===== src/rtl/acp_pkg.sv =====
package acp_pkg;

    localparam int KEY_SLOTS = 3;
    localparam int CMD_DEPTH = 2;
    localparam int RES_DEPTH = 4;

    localparam logic [15:0] MULT_DEFAULT = 16'd52845;
    localparam logic [15:0] ADD_DEFAULT  = 16'd22719;
    localparam logic [KEY_SLOTS-1:0][15:0] KEY_DEFAULTS = {16'd21354, 16'd42536, 16'd62153};

    localparam logic [7:0] LETTER_BASE = 8'd65;
    localparam logic [7:0] RADIX       = 8'd26;
    localparam logic [7:0] LETTER_P    = 8'd80;
    localparam logic [7:0] LETTER_C    = 8'd67;
    // (65 * 26 + 65) mod 256: letter offsets folded into one constant
    localparam logic [7:0] PAIR_OFFSET = 8'd219;
    // floor(c / 26) == (c * 79) >> 11 for every 8-bit c
    localparam logic [6:0] RECIP_26    = 7'd79;

    typedef struct packed {
        logic [7:0] data_in;
        logic       end_of_message;
    } request_t;

    typedef struct packed {
        logic [7:0] data_out;
        logic       last_out;
        logic       no_data;
    } result_t;

    typedef struct packed {
        logic       decrypt;
        logic       eom;
        logic [7:0] data;
    } cmd_t;

    typedef struct packed {
        logic [15:0]                  mult_const;
        logic [15:0]                  add_const;
        logic [KEY_SLOTS-1:0][15:0]   start_key;
    } cfg_t;

    typedef enum logic [1:0] {
        ST_IDLE,
        ST_ENC,
        ST_DEC
    } eng_state_t;

    typedef enum logic [2:0] {
        REG_MULT,
        REG_ADD,
        REG_KEY0,
        REG_KEY1,
        REG_KEY2,
        REG_DECRYPT
    } reg_index_t;

    function automatic logic [15:0] next_key(input logic [7:0] x, input logic [15:0] k,
                                             input logic [15:0] m, input logic [15:0] a);
        logic [15:0] s;
        logic [31:0] p;
        s = k + {8'd0, x};
        p = s * m;
        return p[15:0] + a;
    endfunction

    function automatic logic [7:0] letter_hi(input logic [7:0] c);
        logic [14:0] p;
        p = c * RECIP_26;
        return LETTER_BASE + {4'd0, p[14:11]};
    endfunction

    function automatic logic [7:0] letter_lo(input logic [7:0] c);
        logic [14:0] p;
        logic [7:0]  q;
        p = c * RECIP_26;
        q = {4'd0, p[14:11]};
        return LETTER_BASE + (c - 8'(q * RADIX));
    endfunction

    function automatic logic [7:0] pair_value(input logic [7:0] hi, input logic [7:0] lo);
        return 8'(hi * RADIX) + lo - PAIR_OFFSET;
    endfunction

endpackage


===== src/rtl/autokey_letter_pair_cipher_core.sv =====
// channel   | handshake       | payload                                  | dir
// request   | push / full     | data_in[7:0], end_of_message             | in
// result    | pop / empty     | data_out[7:0], last_out, no_data         | out
// config    | psel/penable    | paddr[4:0], pwdata, prdata (APB)         | in/out
//
// Encrypt: one layer step or one held low letter per cycle while the result queue has room;
//   each byte is taken, run through every layer and finished before the next is taken.
//   The closing byte adds the "PC" trailer feeds into every layer.
// Decrypt: one layer per cycle while the result queue has room.
// Reset (rst_n low, async) loads default constants and keys; no clearing pass.
// A full result queue stalls the engine only; the input queue takes items until it fills.
module autokey_letter_pair_cipher_core #(
    parameter int LAYER_COUNT = 3
) (
    input  logic              clk,
    input  logic              rst_n,
    // input queue side
    input  logic              push,
    output logic              full,
    input  acp_pkg::request_t request,
    // result queue side
    output logic              empty,
    input  logic              pop,
    output acp_pkg::result_t  result,
    // configuration
    input  logic              psel,
    input  logic              penable,
    input  logic              pwrite,
    input  logic [4:0]        paddr,
    input  logic [31:0]       pwdata,
    output logic [31:0]       prdata,
    output logic              pready
);

    logic [15:0] mult_reg, mult_next;
    logic [15:0] add_reg, add_next;
    logic [acp_pkg::KEY_SLOTS-1:0][15:0] key_reg, key_next;
    logic        dec_reg, dec_next;

    logic             cfg_wr;
    logic [2:0]       cfg_idx;
    acp_pkg::cfg_t    cfg;
    acp_pkg::cmd_t    cmd;
    logic             cmd_empty, cmd_pop;
    logic             res_full, res_push;
    acp_pkg::result_t res_item;

    assign pready  = 1'b1;
    assign cfg_wr  = psel && penable && pwrite;
    assign cfg_idx = paddr[4:2];

    // Register writes: zero on the constant registers selects the default.
    // Every write, decoded or not, restarts the message in progress.
    always_comb
    begin
        mult_next = mult_reg;
        add_next  = add_reg;
        key_next  = key_reg;
        dec_next  = dec_reg;
        if (cfg_wr)
        begin
            case (cfg_idx)
                acp_pkg::REG_MULT:
                    mult_next = (pwdata[15:0] == '0) ? acp_pkg::MULT_DEFAULT : pwdata[15:0];
                acp_pkg::REG_ADD:
                    add_next = (pwdata[15:0] == '0) ? acp_pkg::ADD_DEFAULT : pwdata[15:0];
                acp_pkg::REG_KEY0:    key_next[0] = pwdata[15:0];
                acp_pkg::REG_KEY1:    key_next[1] = pwdata[15:0];
                acp_pkg::REG_KEY2:    key_next[2] = pwdata[15:0];
                acp_pkg::REG_DECRYPT: dec_next    = pwdata[0];
                default:              dec_next    = dec_reg;
            endcase
        end
    end

    // Read back the stored values.
    always_comb
    begin
        case (cfg_idx)
            acp_pkg::REG_MULT:    prdata = {16'd0, mult_reg};
            acp_pkg::REG_ADD:     prdata = {16'd0, add_reg};
            acp_pkg::REG_KEY0:    prdata = {16'd0, key_reg[0]};
            acp_pkg::REG_KEY1:    prdata = {16'd0, key_reg[1]};
            acp_pkg::REG_KEY2:    prdata = {16'd0, key_reg[2]};
            acp_pkg::REG_DECRYPT: prdata = {31'd0, dec_reg};
            default:              prdata = '0;
        endcase
    end

    always_ff @(posedge clk or negedge rst_n)
    begin
        if (!rst_n)
        begin
            mult_reg <= acp_pkg::MULT_DEFAULT;
            add_reg  <= acp_pkg::ADD_DEFAULT;
            key_reg  <= acp_pkg::KEY_DEFAULTS;
            dec_reg  <= 1'b0;
        end
        else
        begin
            mult_reg <= mult_next;
            add_reg  <= add_next;
            key_reg  <= key_next;
            dec_reg  <= dec_next;
        end
    end

    // Feed the engine the values as they stand after this cycle's write.
    always_comb
    begin
        cfg.mult_const = mult_next;
        cfg.add_const  = add_next;
        cfg.start_key  = key_next;
    end

    // Front: accept items, tag with mode, queue them.
    acp_front u_front (
        .clk         (clk),
        .rst_n       (rst_n),
        .push        (push),
        .full        (full),
        .request     (request),
        .decrypt_mode(dec_reg),
        .cmd_pop     (cmd_pop),
        .cmd         (cmd),
        .cmd_empty   (cmd_empty)
    );

    // Back: run the layers one step per cycle while the result queue has room.
    acp_back #(
        .LAYER_COUNT(LAYER_COUNT)
    ) u_back (
        .clk        (clk),
        .rst_n      (rst_n),
        .cfg        (cfg),
        .cfg_restart(cfg_wr),
        .cmd        (cmd),
        .cmd_empty  (cmd_empty),
        .cmd_pop    (cmd_pop),
        .res_full   (res_full),
        .res_push   (res_push),
        .res_item   (res_item)
    );

    // Hold finished items until the consumer takes them.
    acp_fifo #(
        .WIDTH($bits(acp_pkg::result_t)),
        .DEPTH(acp_pkg::RES_DEPTH)
    ) u_res_fifo (
        .clk    (clk),
        .rst_n  (rst_n),
        .wr_en  (res_push),
        .wr_data(res_item),
        .rd_en  (pop),
        .rd_data(result),
        .full   (res_full),
        .empty  (empty)
    );

endmodule


===== src/rtl/acp_fifo.sv =====
module acp_fifo #(
    parameter int WIDTH = 8,
    parameter int DEPTH = 2
) (
    input  logic             clk,
    input  logic             rst_n,
    input  logic             wr_en,
    input  logic [WIDTH-1:0] wr_data,
    input  logic             rd_en,
    output logic [WIDTH-1:0] rd_data,
    output logic             full,
    output logic             empty
);

    localparam int PW = (DEPTH > 1) ? $clog2(DEPTH) : 1;
    localparam int CW = $clog2(DEPTH + 1);

    logic [WIDTH-1:0] mem [DEPTH];
    logic [PW-1:0]    wr_ptr_reg, wr_ptr_next;
    logic [PW-1:0]    rd_ptr_reg, rd_ptr_next;
    logic [CW-1:0]    count_reg, count_next;
    logic             do_wr, do_rd;

    assign full    = (count_reg == CW'(DEPTH));
    assign empty   = (count_reg == '0);
    assign do_wr   = wr_en && !full;
    assign do_rd   = rd_en && !empty;
    assign rd_data = mem[rd_ptr_reg];

    always_comb
    begin
        wr_ptr_next = wr_ptr_reg;
        rd_ptr_next = rd_ptr_reg;
        count_next  = count_reg;
        if (do_wr)
        begin
            wr_ptr_next = (wr_ptr_reg == PW'(DEPTH - 1)) ? '0 : wr_ptr_reg + 1'b1;
        end
        if (do_rd)
        begin
            rd_ptr_next = (rd_ptr_reg == PW'(DEPTH - 1)) ? '0 : rd_ptr_reg + 1'b1;
        end
        case ({do_wr, do_rd})
            2'b10:   count_next = count_reg + 1'b1;
            2'b01:   count_next = count_reg - 1'b1;
            default: count_next = count_reg;
        endcase
    end

    always_ff @(posedge clk or negedge rst_n)
    begin
        if (!rst_n)
        begin
            wr_ptr_reg <= '0;
            rd_ptr_reg <= '0;
            count_reg  <= '0;
        end
        else
        begin
            wr_ptr_reg <= wr_ptr_next;
            rd_ptr_reg <= rd_ptr_next;
            count_reg  <= count_next;
        end
    end

    always_ff @(posedge clk)
    begin
        if (do_wr)
        begin
            mem[wr_ptr_reg] <= wr_data;
        end
    end

endmodule


===== src/rtl/acp_front.sv =====
module acp_front (
    input  logic              clk,
    input  logic              rst_n,
    input  logic              push,
    output logic              full,
    input  acp_pkg::request_t request,
    input  logic              decrypt_mode,
    input  logic              cmd_pop,
    output acp_pkg::cmd_t     cmd,
    output logic              cmd_empty
);

    acp_pkg::cmd_t cmd_in;

    // tag each item with the mode it arrived under
    always_comb
    begin
        cmd_in.decrypt = decrypt_mode;
        cmd_in.eom     = request.end_of_message;
        cmd_in.data    = request.data_in;
    end

    acp_fifo #(
        .WIDTH($bits(acp_pkg::cmd_t)),
        .DEPTH(acp_pkg::CMD_DEPTH)
    ) u_cmd_fifo (
        .clk    (clk),
        .rst_n  (rst_n),
        .wr_en  (push),
        .wr_data(cmd_in),
        .rd_en  (cmd_pop),
        .rd_data(cmd),
        .full   (full),
        .empty  (cmd_empty)
    );

endmodule


===== src/rtl/acp_back.sv =====
module acp_back #(
    parameter int LAYER_COUNT = 3
) (
    input  logic             clk,
    input  logic             rst_n,
    input  acp_pkg::cfg_t    cfg,
    input  logic             cfg_restart,
    input  acp_pkg::cmd_t    cmd,
    input  logic             cmd_empty,
    output logic             cmd_pop,
    input  logic             res_full,
    output logic             res_push,
    output acp_pkg::result_t res_item
);

    localparam int LW = (LAYER_COUNT > 1) ? $clog2(LAYER_COUNT) : 1;
    localparam int FW = $clog2(2 * LAYER_COUNT + 1);
    localparam logic [LW-1:0] LAST_LAYER = LW'(LAYER_COUNT - 1);
    localparam logic [FW-1:0] FEED_LAST  = FW'(2 * LAYER_COUNT);

    acp_pkg::eng_state_t state_reg, state_next;
    acp_pkg::cmd_t       cmd_reg, cmd_next;
    logic [FW-1:0]       feed_reg, feed_next;
    logic                cur_valid_reg, cur_valid_next;
    logic [LW-1:0]       cur_layer_reg, cur_layer_next;
    logic [7:0]          cur_byte_reg, cur_byte_next;

    logic [LAYER_COUNT-1:0]  pend_reg, pend_next;
    logic [7:0]              pend_byte_reg [LAYER_COUNT];
    logic [7:0]              pend_byte_next [LAYER_COUNT];
    logic [15:0]             key_reg [LAYER_COUNT];
    logic [15:0]             key_next [LAYER_COUNT];
    logic [7:0]              ph_reg [LAYER_COUNT];
    logic [7:0]              ph_next [LAYER_COUNT];
    logic [LAYER_COUNT-1:0]  pp_reg, pp_next;
    logic [1:0]              hcnt_reg [LAYER_COUNT];
    logic [1:0]              hcnt_next [LAYER_COUNT];
    logic [7:0]              hb0_reg [LAYER_COUNT];
    logic [7:0]              hb0_next [LAYER_COUNT];
    logic [7:0]              hb1_reg [LAYER_COUNT];
    logic [7:0]              hb1_next [LAYER_COUNT];

    logic [15:0] sel_key;
    logic [7:0]  enc_c, dec_j, dec_p, key_x, let_hi, let_lo;
    logic [15:0] new_key;
    logic [LW-1:0] deep;
    logic        pend_any;
    logic [1:0]  pend_cnt;
    logic        restart, dec_done;

    // one shared key update per cycle, at the layer under work, while the result queue has room
    always_comb
    begin
        sel_key = key_reg[cur_layer_reg];
        enc_c   = cur_byte_reg ^ sel_key[15:8];
        dec_j   = acp_pkg::pair_value(ph_reg[cur_layer_reg], cur_byte_reg);
        dec_p   = dec_j ^ sel_key[15:8];
        key_x   = (state_reg == acp_pkg::ST_DEC) ? dec_j : enc_c;
        new_key = acp_pkg::next_key(key_x, sel_key, cfg.mult_const, cfg.add_const);
        let_hi  = acp_pkg::letter_hi(enc_c);
        let_lo  = acp_pkg::letter_lo(enc_c);
    end

    // deepest waiting low letter goes next
    always_comb
    begin
        deep     = '0;
        pend_any = 1'b0;
        pend_cnt = '0;
        for (int l = 0; l < LAYER_COUNT; l++)
        begin
            if (pend_reg[l])
            begin
                deep     = LW'(l);
                pend_any = 1'b1;
                pend_cnt = pend_cnt + 1'b1;
            end
        end
    end

    always_comb
    begin
        state_next     = state_reg;
        cmd_next       = cmd_reg;
        feed_next      = feed_reg;
        cur_valid_next = cur_valid_reg;
        cur_layer_next = cur_layer_reg;
        cur_byte_next  = cur_byte_reg;
        pend_next      = pend_reg;
        pp_next        = pp_reg;
        pend_byte_next = pend_byte_reg;
        key_next       = key_reg;
        ph_next        = ph_reg;
        hcnt_next      = hcnt_reg;
        hb0_next       = hb0_reg;
        hb1_next       = hb1_reg;
        cmd_pop        = 1'b0;
        res_push       = 1'b0;
        res_item       = '0;
        restart        = 1'b0;
        dec_done       = 1'b0;

        case (state_reg)
            acp_pkg::ST_IDLE:
            begin
                if (!cmd_empty)
                begin
                    cmd_pop        = 1'b1;
                    cmd_next       = cmd;
                    feed_next      = '0;
                    cur_byte_next  = cmd.data;
                    cur_valid_next = !cmd.decrypt;
                    cur_layer_next = cmd.decrypt ? LAST_LAYER : '0;
                    state_next     = cmd.decrypt ? acp_pkg::ST_DEC : acp_pkg::ST_ENC;
                end
            end

            acp_pkg::ST_ENC:
            begin
                if (!res_full)
                begin
                    if (cur_valid_reg)
                    begin
                        key_next[cur_layer_reg]       = new_key;
                        pend_next[cur_layer_reg]      = 1'b1;
                        pend_byte_next[cur_layer_reg] = let_lo;
                        if (cur_layer_reg == LAST_LAYER)
                        begin
                            res_push          = 1'b1;
                            res_item.data_out = let_hi;
                            cur_valid_next    = 1'b0;
                        end
                        else
                        begin
                            cur_layer_next = cur_layer_reg + 1'b1;
                            cur_byte_next  = let_hi;
                        end
                    end
                    else if (pend_any)
                    begin
                        pend_next[deep] = 1'b0;
                        if (deep == LAST_LAYER)
                        begin
                            res_push          = 1'b1;
                            res_item.data_out = pend_byte_reg[deep];
                            res_item.last_out = cmd_reg.eom && (feed_reg == FEED_LAST)
                                                && (pend_cnt == 2'd1);
                        end
                        else
                        begin
                            cur_valid_next = 1'b1;
                            cur_layer_next = deep + 1'b1;
                            cur_byte_next  = pend_byte_reg[deep];
                        end
                    end
                    else if (cmd_reg.eom && (feed_reg != FEED_LAST))
                    begin
                        // trailer: "P" then "C" into each layer, innermost first
                        feed_next      = feed_reg + 1'b1;
                        cur_valid_next = 1'b1;
                        cur_layer_next = LW'(feed_reg >> 1);
                        cur_byte_next  = feed_reg[0] ? acp_pkg::LETTER_C : acp_pkg::LETTER_P;
                    end
                    else
                    begin
                        restart    = cmd_reg.eom;
                        state_next = acp_pkg::ST_IDLE;
                    end
                end
            end

            acp_pkg::ST_DEC:
            begin
                if (!res_full)
                begin
                    if (!pp_reg[cur_layer_reg])
                    begin
                        ph_next[cur_layer_reg] = cur_byte_reg;
                        pp_next[cur_layer_reg] = 1'b1;
                        dec_done               = 1'b1;
                    end
                    else
                    begin
                        pp_next[cur_layer_reg]  = 1'b0;
                        key_next[cur_layer_reg] = new_key;
                        if (hcnt_reg[cur_layer_reg] != 2'd2)
                        begin
                            if (hcnt_reg[cur_layer_reg] == 2'd0)
                            begin
                                hb0_next[cur_layer_reg] = dec_p;
                            end
                            else
                            begin
                                hb1_next[cur_layer_reg] = dec_p;
                            end
                            hcnt_next[cur_layer_reg] = hcnt_reg[cur_layer_reg] + 1'b1;
                            dec_done                 = 1'b1;
                        end
                        else
                        begin
                            hb0_next[cur_layer_reg] = hb1_reg[cur_layer_reg];
                            hb1_next[cur_layer_reg] = dec_p;
                            if (cur_layer_reg == '0)
                            begin
                                res_push          = 1'b1;
                                res_item.data_out = hb0_reg[cur_layer_reg];
                                res_item.last_out = cmd_reg.eom;
                                restart           = cmd_reg.eom;
                                state_next        = acp_pkg::ST_IDLE;
                            end
                            else
                            begin
                                cur_layer_next = cur_layer_reg - 1'b1;
                                cur_byte_next  = hb0_reg[cur_layer_reg];
                            end
                        end
                    end
                    if (dec_done)
                    begin
                        res_push          = cmd_reg.eom;
                        res_item.last_out = 1'b1;
                        res_item.no_data  = 1'b1;
                        restart           = cmd_reg.eom;
                        state_next        = acp_pkg::ST_IDLE;
                    end
                end
            end

            default:
            begin
                state_next = acp_pkg::ST_IDLE;
            end
        endcase

        if (restart || cfg_restart)
        begin
            pend_next = '0;
            pp_next   = '0;
            for (int l = 0; l < LAYER_COUNT; l++)
            begin
                key_next[l]  = cfg.start_key[l];
                ph_next[l]   = '0;
                hcnt_next[l] = '0;
            end
        end
    end

    always_ff @(posedge clk or negedge rst_n)
    begin
        if (!rst_n)
        begin
            state_reg     <= acp_pkg::ST_IDLE;
            cmd_reg       <= '0;
            feed_reg      <= '0;
            cur_valid_reg <= 1'b0;
            cur_layer_reg <= '0;
            cur_byte_reg  <= '0;
            pend_reg      <= '0;
            pp_reg        <= '0;
            for (int l = 0; l < LAYER_COUNT; l++)
            begin
                key_reg[l]  <= acp_pkg::KEY_DEFAULTS[l];
                ph_reg[l]   <= '0;
                hcnt_reg[l] <= '0;
            end
        end
        else
        begin
            state_reg     <= state_next;
            cmd_reg       <= cmd_next;
            feed_reg      <= feed_next;
            cur_valid_reg <= cur_valid_next;
            cur_layer_reg <= cur_layer_next;
            cur_byte_reg  <= cur_byte_next;
            pend_reg      <= pend_next;
            pp_reg        <= pp_next;
            key_reg       <= key_next;
            ph_reg        <= ph_next;
            hcnt_reg      <= hcnt_next;
        end
    end

    always_ff @(posedge clk)
    begin
        pend_byte_reg <= pend_byte_next;
        hb0_reg       <= hb0_next;
        hb1_reg       <= hb1_next;
    end

    a_push_room: assert property (@(posedge clk) disable iff (!rst_n)
        res_push |-> !res_full)
        else $error("result pushed into a full queue");

    a_pop_idle: assert property (@(posedge clk) disable iff (!rst_n)
        cmd_pop |-> (state_reg == acp_pkg::ST_IDLE))
        else $error("command taken while engine busy");

    a_cur_enc: assert property (@(posedge clk) disable iff (!rst_n)
        cur_valid_reg |-> (state_reg == acp_pkg::ST_ENC))
        else $error("encrypt work pending outside encrypt state");

    a_idle_clean: assert property (@(posedge clk) disable iff (!rst_n)
        (state_reg == acp_pkg::ST_IDLE) |-> (pend_reg == '0))
        else $error("letters left behind at end of item");

endmodule


===== config.mk =====
export PLATFORM = sky130hd
export DESIGN_NAME = autokey_letter_pair_cipher_core
export DESIGN_NICKNAME = d
export VERILOG_FILES = /design/src/rtl/acp_pkg.sv /design/src/rtl/autokey_letter_pair_cipher_core.sv /design/src/rtl/acp_fifo.sv /design/src/rtl/acp_front.sv /design/src/rtl/acp_back.sv
export SDC_FILE = /design/constraint.sdc
export NUM_CORES = 1
export LEC_CHECK = 0
export BUFFER_PORTS_ARGS = -buffer_cell sky130_fd_sc_hd__buf_2
export CAP_MARGIN = 30
export CORE_ASPECT_RATIO = 0.9
export CORE_MARGIN = 2
export CORE_UTILIZATION = 39
export CTS_CLUSTER_DIAMETER = 30
export DETAILED_ROUTE_END_ITERATION = 8
export GPL_ROUTABILITY_DRIVEN = 0
export HOLD_SLACK_MARGIN = 0.12
export REMOVE_ABC_BUFFERS = 1
export SLEW_MARGIN = 20
export SYNTH_ARGS = -nofsm -noshare
export SYNTH_HDL_FRONTEND = slang
export SYNTH_SLANG_ARGS = --single-unit
export TNS_END_PERCENT = 10

===== constraint.sdc =====
create_clock -name clk -period 12.78 [get_ports clk]
set_input_delay 1.278 -clock clk [delete_from_list [all_inputs] [get_ports clk]]
set_output_delay 1.278 -clock clk [all_outputs]
set_load 0.005 [all_outputs]

Word-level counts from Yosys, hierarchy flattened
Memory sizes are Yosys's and may differ from the RTL's.
Index checks and enable logic that the tools add are counted.

operators by class
  $add $sub $neg = 22
  multipliers = 4
  divide/modulo/power cells = 0
  order comparisons = 7
  equality and inequality tests = 45
  shifts and indexed selects = 0
  mux-type cells = 187
  bitwise operators = 12
  reductions and logical operators = 49

operators by type and width
  cell                                          count
  two-way mux 48 bit                            6
  two-way mux 16 bit                            12
  two-way mux 24 bit                            8
  two-way mux 8 bit                             23
  bitwise mux 24 bit                            5
  one-hot mux 16 bit (6 select lines)           1
  one-hot mux 48 bit (2 select lines)           1
  binary-select mux 8 bit (select 2 bit)        4
  two-way mux 2 bit                             32
  two-way mux 9 bit                             6
  bitwise mux 48 bit                            1
  two-way mux 1 bit                             48
  two-way mux 3 bit                             14
  binary-select mux 16 bit (select 2 bit)       1
  demux 16 bit (select 2 bit)                   1
  two-way mux 6 bit                             5
  inequality test 2 bit, second input constant  14
  inequality test 3 bit, second input constant  8
  one-hot mux 8 bit (3 select lines)            1
  one-hot mux 9 bit (2 select lines)            1
  adder 16 bit                                  1
  adder 16 x 8 -> 16 bit                        1
  demux 8 bit (select 2 bit)                    1
  == test 2 bit, second input constant          8
  other kinds (59)                              123

storage, ports and cells
  register bits = 265
  bits in latches = 0
  memory bits (writable) = 60
  memory bits (read-only) = 0
  input port bits = 53
  output and inout bits = 45
  logic and storage cells = 366
  memories = 2

memories
  memory                  depth  bits a word  read ports  clocked after memory_dff  wr ports  RTL line        RTL
  u_res_fifo.mem          4      10           1           0                         1         acp_fifo.sv:18  logic [WIDTH-1:0] mem [DEPTH];
  u_front.u_cmd_fifo.mem  2      10           1           0                         1         acp_fifo.sv:18

Logic depth before layout (Yosys ltp)
Gate-level depths: netlist of the first run.

  word-level depth = 16
  mapped depth = 49
  depth with buffers taken out = 44

Modules after synthesis
Synthesis of the first run repeated with hierarchy kept, for this count alone.

unflattened totals
  cells, all modules = 2176
  area total of the unflattened synthesis = 22689.3 sq um

by module, submodules not included
  module                           times used  cells an instance  area each (sq um)  sequential area each (sq um)
  acp_back                         1           1723               15851.5            4643.2
  autokey_letter_pair_cipher_core  1           311                4023.9             2080.7
  acp_fifo at u_res_fifo           1           93                 1896.8             1376.3
  acp_fifo at u_front.u_cmd_fifo   1           49                 917.1              700.7

Least setup slack after synthesis of the first run
OpenSTA, ideal clock, no wires.

  kind = register -> register
  start point = register u_back.cur_layer_reg[1]
  end point = register u_back.key_reg[15] (netlist name)
  arrival time = 11431 ps
  data required time = 12654 ps
  path slack = 1223 ps
  stages on the path, launching flop included = 46
  buffers on the path = 5
  clock period less this slack = 11557 ps
  cell sequence = dfrtp_1 > buf_4 > buf_2 > buf_1 > clkbuf_1 > clkbuf_1 > mux2i_1 > o21ai_0 > ha_1 > ha_1 > ha_1 > fa_1 > inv_1 > ha_1 > inv_1 > ha_1 > inv_1 > o21bai_1 > [... 10 more ...] > fa_1 > fa_1 > inv_1 > fa_1 > inv_1 > fa_1 > fa_1 > xor2_1 > xnor2_1 > xnor2_1 > xnor2_1 > xnor2_1 > xnor2_1 > xnor2_1 > xnor2_1 > xor3_1 > xnor3_1 > a221o_1

on the way
  cells in the longest elaborated chain, start to end = 16

RTL lines
  element                                               RTL line                          RTL
  start, declared                                       acp_back.sv:25                    logic [LW-1:0] cur_layer_reg, cur_layer_next;
  start signal, assigned                                acp_back.sv:273                   cur_layer_reg <= cur_layer_next;
  NOT 2 -> 3 bit (not written as such)                  n/a
  binary-select mux 8 bit (select 2 bit)                acp_back.sv:56                    dec_j = acp_pkg::pair_value(ph_reg[cur_layer_reg], cur_byte_reg);
  two-way mux 8 bit (not written as such) (2 in a row)  acp_back.sv:56
  multiplier 8 x 4 -> 7 bit                             acp_pkg.sv:82                     return 8'(hi * RADIX) + lo - PAIR_OFFSET;
  adder 8 bit                                           acp_pkg.sv:82
  subtractor 8 bit                                      acp_pkg.sv:82
  two-way mux 8 bit                                     acp_back.sv:58                    key_x = (state_reg == acp_pkg::ST_DEC) ? dec_j : enc_c;
  adder 16 x 8 -> 16 bit                                acp_pkg.sv:62                     s = k + {8'd0, x};
  multiplier 16 x 16 -> 16 bit                          acp_pkg.sv:63                     p = s * m;
  adder 16 bit                                          acp_pkg.sv:64                     return p[15:0] + a;
  bitwise mux 48 bit                                    acp_back.sv:124, acp_back.sv:185
  two-way mux 48 bit (on tied branches)                 acp_back.sv:176, acp_back.sv:122
  two-way mux 48 bit (on tied branches)                 acp_back.sv:174, acp_back.sv:120
  one-hot mux 48 bit (2 select lines)                   acp_back.sv:103                   case (state_reg)
  two-way mux 48 bit                                    acp_back.sv:235                   if (restart || cfg_restart)
  end signal, assigned by index                         acp_back.sv:262                   key_reg[l] <= acp_pkg::KEY_DEFAULTS[l];
  end signal, assigned                                  acp_back.sv:277                   key_reg <= key_next;
  end, declared                                         acp_back.sv:31                    logic [15:0] key_reg [LAYER_COUNT];

Parallel ways exist; a longest one is shown, timed or not. The select of a mux whose other input is x is not followed.
A chain may end at the register's enable or synchronous reset.

Final worst setup path of the first run
Same ends and word-level chain as after synthesis.

==> impl_results.md, run 1 <==
* Top Ports at just under 100
* Area growth from synthesis to layout at 16.6%
* Yosys reg bits at ~320
* CP startpoint kind: flop
* CP max stage delay at between 0.5 and 0.6 ns
* Largest family of logic cells by synthesized area: adder cells
* HP Class: flop to flop
* Row count at between 80 and 90
* Setup Fix Bufs, Post-CTS at 0
* Fmax at between 80 and 90 MHz
* PortBufs at 62
* Worst setup path class: flop to flop
* Asr flop ratio synth at between 50% and 60%
* Grt total ovfl at 0
* HPWL Detailed at between 40 and 50 mm
* # resized after CTS at 0
* CTS Buffer Depth at 3
* Vias at around 16000
* Synth Area in Compound Gates at a little over a tenth
* DR WL/cell at 19.4 µm
* Post-synthesis average cell area at ~10 µm²
* Hold worst-path end: u_back.key_reg[8]
* Die area at between 50000 and 60000 µm²
* Post-synthesis cell type count at 73
* Top_reg_cell synth: edfxtp_1
* Crit share post-route at 88.2%
* Vias per cell at 5.30
* Worst slew pin tran at around 1.0 ns
* Antenna violations before repair at 0
* Synth Area in Simple Gates at about 11%
* First-pass DRT Iterations at 5
* Core Box Area at about 57000 µm²
* Starting Density at 39.4%
* Final wirelength at between 60 and 70 mm
* Worst-Skew Late Latency at between 0.5 and 0.6 ns
* Max-Cap Viols at 0
* CTS buffer count at 71
* Fraction of layout cells with a size suffix above 1 at about 17%
* Critical hold path startpoint: u_back.key_reg[8]
* Overall routing resource usage at 20.8%
* Hold Path Depth at 2
* Mux contribution to synthesized area at around 8.6%
* Cell area after synthesis at 22400 µm²
* Clock transition at the registers of the reported paths at roughly 0.04 ns
* CP max FO at 13
* DRC viols at 0
* Adder-cell share of the synthesized area at approximately a fifth
* Period minus WS final at 11.27 ns
* Max-slew headroom at 33.4%
* Global-route wire length before repair at approximately 97 mm
* Final hold vios at 0
* Fin. max-slew vios at 0
* Sequential area share after synthesis at between 30% and 40%
* Most common cell after layout, fill and taps aside: inv_1
* Req. time, crit path at ~13 ns
* Worst r2r src: u_back.cur_layer_reg[1]
* Flop2flop setup slack at roughly 1.5 ns
* FILL cells at between 5000 and 6000
* Final setup TNS at 0 ns
* Vias in the first global route at 17050
* Reg2Reg Depth at 41
* Critical path arrival at approximately 12 ns
* Xor and xnor fraction of the mapped netlist area at around 4.5%
* R2r endpoint: u_back.key_reg[15]
* Initial detailed-routing violation count at about 1200
* Largest net degree at the start of global routing at between 70 and 80
* Nets@finish at 2589
* Commonest cells after routing, fill and taps aside: 257 x inv_1, 233 x nand2_1, 162 x nor2_1, 152 x ha_1, 132 x edfxtp_1
* Cells after Synth at about 2200
* Clk root buf: clkbuf_16
* Clock skew at 0.0182 ns
* Outcome: finished clean
* Synth Warn # at 0
* H-Tree Depth at 3
* Post-synth EDFFs at 132
* CTS Sinks at between 300 and 400
* RSZ-0062 raised after global routing: no
* CTS Hold Bufs at 0
* Antenna-violating nets left at 0
* Critical path endpoint category: flop
* Overall die height at 231 µm
* Critical path's slowest cell: fa_1
* Die Wd at between 200 and 300 µm
* Antenna diode count at 0
* CTS tree: built
* Final setup violation count at 0
==> worst max-delay path, delay by kind of cell, from the launching register on <==
family                     cells  cell delay (ns)
AOI/OAI and AO/OA              6             1.13
xor gates and xnor gates      12             2.68
adders and majority gates     12             5.13
buffers and inverters          6             0.55
DFF                            1             0.52
and+or+nand+nor                5             1.12
==> area by class of cell <==
class	count	area, µm²	area share (%)
Tap cell	765	957	3.67
Clock buffer	88	1940	7.45
Multi-Input combinational cell	1512	12200	46.7
Inverter	263	987	3.78
Clock inverter	44	626	2.40
Sequential cell	322	8800	33.7
Timing Repair Buffer	98	604	2.31
==> stage by stage <==
step	area (µm²)	hold WS (ns)	worst slack [ns]	util, %	instances
2_1_floorplan	22000	0.445	1.35	-	2097
3_3_place_gp	23500	0.455	1.76	41.3	2957
3_5_place_dp	23500	0.458	1.60	41.3	2958
4_1_cts	26100	0.464	1.52	45.9	3090
5_1_grt	26100	0.494	0.904	45.9	3092
6_report	26100	0.463	1.51	45.9	3092
==> cells by family after synthesis <==
family | after synthesis
compound gates | 396
xor+xnor | 107
fa+ha+maj | 268
buf+inv | 373
flops | 322
mux | 162
other cells | 2
simple gates | 562
==> how the worst max path moves through the flow <==
stage | startpoint | endpoint | slack [ns] | cells after the start
global route | u_back.cur_layer_reg[1] | u_back.key_reg[15] | 0.90 | 43
CTS | u_back.cur_layer_reg[1] | u_back.key_reg[15] | 1.52 | 43
floorplan | u_back.cur_layer_reg[1] | u_back.key_reg[15] | 1.35 | 41
finish | u_back.cur_layer_reg[1] | u_back.key_reg[15] | 1.51 | 41
global placement | u_back.cur_layer_reg[1] | u_back.key_reg[15] | 1.76 | 41
detailed placement | u_back.cur_layer_reg[1] | u_back.key_reg[15] | 1.60 | 41
==> Yosys cell counts, types with 4 or more instances <==
cell type	number	area, µm²
a211oi_1	10	75.1
a21o_1	25	188
a21oi_1	128	641
a221o_1	6	60.1
a22oi_1	20	150
a31oi_1	8	50.1
and2_1	58	363
and3_1	6	37.5
buf_1	12	45.0
buf_2	5	25.0
buf_4	18	135
clkbuf_1	73	274
clkinv_1	4	15.0
dfrtp_1	124	3100
dfstp_2	66	1730
edfxtp_1	132	3960
fa_1	116	2320
ha_1	152	1900
inv_1	257	965
mux2_2	65	732
mux2i_1	77	771
mux4_2	18	405
nand2_1	233	875
nand2b_1	12	75.1
nand3_1	43	215
nor2_1	163	612
nor2b_1	10	62.6
nor3_1	13	65.1
nor4_1	5	31.3
o211ai_1	10	75.1
o21a_1	6	45.0
o21ai_0	83	415
o21ai_1	30	150
o21bai_1	11	82.6
o22a_1	12	105
o22ai_1	16	100
o31ai_1	5	37.5
xnor2_1	72	631
xor2_1	30	263
==> metal layers <==
| layer | vias to the layer above | GRT usage [%] | share of wire [%] |
|---|---|---|---|
| met1 | 8200 | 27.9 | 44 |
| met3 | 115 | 3.14 | 5.6 |
| li1 | 7556 | - | - |
| met4 | 0 | 6.92 | 2.9 |
| met2 | 517 | 34.4 | 48 |
| met5 | - | 0 | 0 |
Power of run 1 is not shown: default switching activity piles up to over one toggle a cycle in this logic, so the estimate is an artifact.
==> run 2: changes to the inputs <==
--- a/config.mk
+++ b/config.mk
@@ -9,14 +9,17 @@
 export CAP_MARGIN = 30
 export CORE_ASPECT_RATIO = 0.9
 export CORE_MARGIN = 2
-export CORE_UTILIZATION = 39
+export CORE_UTILIZATION = 56
+export CTS_BUF_LIST = sky130_fd_sc_hd__clkbuf_8
 export CTS_CLUSTER_DIAMETER = 30
 export DETAILED_ROUTE_END_ITERATION = 8
 export GPL_ROUTABILITY_DRIVEN = 0
 export HOLD_SLACK_MARGIN = 0.12
+export PLACE_DENSITY = 0.73
 export REMOVE_ABC_BUFFERS = 1
 export SLEW_MARGIN = 20
 export SYNTH_ARGS = -nofsm -noshare
 export SYNTH_HDL_FRONTEND = slang
+export SYNTH_HIERARCHICAL = 1
 export SYNTH_SLANG_ARGS = --single-unit
 export TNS_END_PERCENT = 10
==> run 2 against run 1 <==
Net effect:
- fmax increased by 3.5%
- via count increased by 2.4%
- first-iteration DRC count increased by 27%
- final area decreased by 4.6%
- sequential share of layout area increased by 1.6 points
- clock-buffer cell count decreased by 12
- critical path type unchanged
==> impl_results.md, run 2 <==
* Clk root buf: clkbuf_8
* Starting Density at 57.1% (+18 points)
* DRC viols at 0 (unchanged)
* Critical path endpoint category: flop
* Yosys reg bits at 322 (unchanged)
* Fin. max-slew vios at 0 (unchanged)
* CTS Sinks at 322 (unchanged)
* Asr flop ratio synth at 59.0% (unchanged)
* Die area at 42100 µm² (-29%)
* Initial detailed-routing violation count at 1516 (+27%)
* Critical path arrival at 11.42 ns (-0.30 ns)
* PortBufs at 62 (unchanged)
* RSZ-0062 raised after global routing: no
* Commonest cells after routing, fill and taps aside: 262 x inv_1, 237 x nand2_1, 152 x ha_1, 140 x nor2_1, 132 x edfxtp_1
* Final setup violation count at 0 (unchanged)
* CTS Hold Bufs at 0 (unchanged)
* Post-synthesis average cell area at 10.4 µm² (+2.0%)
* Overall die height at 195 µm (-16%)
* Top Ports at 98 (unchanged)
* First-pass DRT Iterations at 7 (+2)
* Nets@finish at 2554 (-1.4%)
* # resized after CTS at 0 (unchanged)
* Critical path's slowest cell: dfrtp_1
* DR WL/cell at 21.0 µm (+8.1%)
* Die Wd at 216 µm (-16%)
* Cells after Synth at 2176 (-0.73%)
* Cell area after synthesis at 22700 µm² (+1.3%)
* Period minus WS final at 10.90 ns (-0.378 ns)
* Global-route wire length before repair at 93.4 mm (-3.3%)
* Cell taking the most area after synthesis: edfxtp_1
* Row count at 69 (-17%)
* Post-synth EDFFs at 132 (unchanged)
* Most Crowded Layer GR: met2
* Worst setup path class: flop to flop
* Fmax at 91.8 MHz (+3.5%)
* Layout Cells excl Fill at 2822 (-8.7%)
* Final wirelength at 59.3 mm (-1.3%)
* Max-Cap Viols at 0 (unchanged)
* Post-synthesis cell type count at 81 (+11%)
* Outcome: finished clean
* Core Box Area at 39700 µm² (-30%)
* Largest net degree at the start of global routing at 80 (+8.1%)
* FILL cells at 3163 (-41%)
* Vias per cell at 5.95 (+12%)
* Setup Fix Bufs, Post-CTS at 0 (unchanged)
* Final hold vios at 0 (unchanged)
* Overall routing resource usage at 28.5% (+7.7 points)
* Most common cell after layout, fill and taps aside: inv_1
* HP Class: flop to flop
* Sequential area share after synthesis at 38.8% (-0.50 points)
* CTS Buffer Depth at 3 (unchanged)
* Clock transition at the registers of the reported paths at 0.06 ns (+0.02 ns)
* M3 GR Usage at 5.93% (+2.8 points)
* CP max stage delay at 0.65 ns (+0.11 ns)
* Most used cell, CP: fa_1
* Met1 Usage GRT at 40.9% (+13 points)
* Vias in the first global route at 16963 (-0.51%)
* CP max FO at 14 (+1)
* Top_reg_cell synth: edfxtp_1
* Area growth from synthesis to layout at 9.80%
* Count leader, synth: inv_1
* Vias at 16779 (+2.4%)
* Clock skew at 0.0326 ns (+0.0144 ns)
* Antenna violations before repair at 2 (+2)
* Grt total ovfl at 0 (unchanged)
* HPWL Detailed at 42.8 mm (-1.9%)
* Antenna-violating nets left at 0 (unchanged)
* Crit share post-route at 85.3% (-3.0 points)
* CTS tree: built
* Multi-input logic area at 12400 µm² (+1.8%)
* FF/Latch Area at 8800 µm² (unchanged)
* Cells after DPL at 2694 (-8.9%)
* Post-synth top cells: 250 x inv_1, 237 x nand2_1, 152 x ha_1, 140 x nor2_1, 132 x edfxtp_1
* Top-area cell type share of the netlist area at 17.5% (-0.23 points)
* Req. time, crit path at 13.30 ns (+0.07 ns)
* Synth Warn # at 6 (+6)
* Worst slew pin tran at 1.02 ns (+0.0263 ns)
* Max-slew headroom at 31.6% (-1.8 points)
* Global Route met2 Usage at 43.7% (+9.4 points)
* Fraction of layout cells with a size suffix above 1 at 18.1% (+1.5 points)
* Final setup TNS at 0 ns (unchanged)
* Worst-Skew Late Latency at 0.60 ns (+0.02 ns)
* CTS buffer count at 68 (-4.2%)
* H-Tree Depth at 3 (unchanged)
* Area contributors post-synth: edfxtp_1 17%, dfrtp_1 14%, fa_1 10%
* CP startpoint kind: flop
run 2: cell count changes after synthesis, moves of 10 or more:
cell       before  now
a21oi_1       128   84
o21ai_1        30    2
a2bb2oi_1       0   27
nor3_1         13   38
nand3_1        43   20
nor2_1        163  140
mux2_2         65   86
a31oi_1         8   27
mux2i_1        77   94
and3_1          6   19
o22a_1         12    0
a21o_1         25   14
buf_2           5   16
o22ai_1        16   26
run 2: path summary, 6_finish.rpt:
| check | startpoint | to | slack (ns) | depth (start not counted) |
|---|---|---|---|---|
| setup reg to reg | u_back/cur_layer_reg[1] | u_back/key_reg[15] | 1.88 | 39 |
| min in group asynchronous | rst_n | u_back/ph_reg[21] | 0.66 | 1 |
| hold / removal | u_back/key_reg[1] | u_back/key_reg[1] | 0.49 | 2 |
| hold reg to reg | u_back/key_reg[1] | u_back/key_reg[1] | 0.49 | 2 |
| max in group asynchronous | rst_n | u_res_fifo/wr_ptr_reg[1] | 10.26 | 3 |
| setup / recovery | u_back/cur_layer_reg[1] | u_back/key_reg[15] | 1.88 | 39 |
run 2: final cells by class:
cell class / count / share of cell area (%)
Clock inverter: 50 / 1.93
Multi-Input combinational cell: 1496 / 49.8
Antenna cell: 1 / 0.0100
Sequential cell: 322 / 35.3
Clock buffer: 76 / 4.20
Tap cell: 532 / 2.67
Timing Repair Buffer: 91 / 2.21
Inverter: 254 / 3.83
run 2: layer usage:
| layer | vias to the layer above | share of wire [%] |
|---|---|---|
| met3 | 102 | 9.3 |
| met4 | 0 | 2.2 |
| met5 | - | 0 |
| li1 | 7478 | - |
| met1 | 8394 | 43 |
| met2 | 805 | 45 |
run 2: cells by family after synthesis:
family                     after synthesis  share of synthesized area, %
and+or+nand+nor                        575                          11.8
buffers and inverters                  373                          6.85
AOI/OAI and AO/OA                      341                          9.99
DFF                                    322                          38.8
adders and majority gates              268                          18.6
muxes                                  195                          9.79
xor gates and xnor gates               100                          4.15
other                                    2                        0.0331
run 2: worst max-delay path: cells and delay by family (launching register included):
kind            cells  cell delay, ns
buf+inv             5            0.25
simple gates        7            1.41
flops               1            0.65
compound gates      6            1.09
xor+xnor            9            1.98
fa+ha+maj          12            5.42
run 2: through the flow:
stage / setup WS [ns] / cell area (µm²) / hold slack, ns / util, %
3_5_place_dp: 2.02 / 23400 / 0.483 / 58.9
3_3_place_gp: 2.15 / 23300 / 0.475 / 58.8
6_report: 1.88 / 24900 / 0.494 / 62.7
5_1_grt: 1.30 / 24900 / 0.512 / 62.7
4_1_cts: 1.97 / 24900 / 0.492 / 62.7
2_1_floorplan: 1.62 / 22100 / 0.455 / -
Power of run 2 is left out for the same reason.
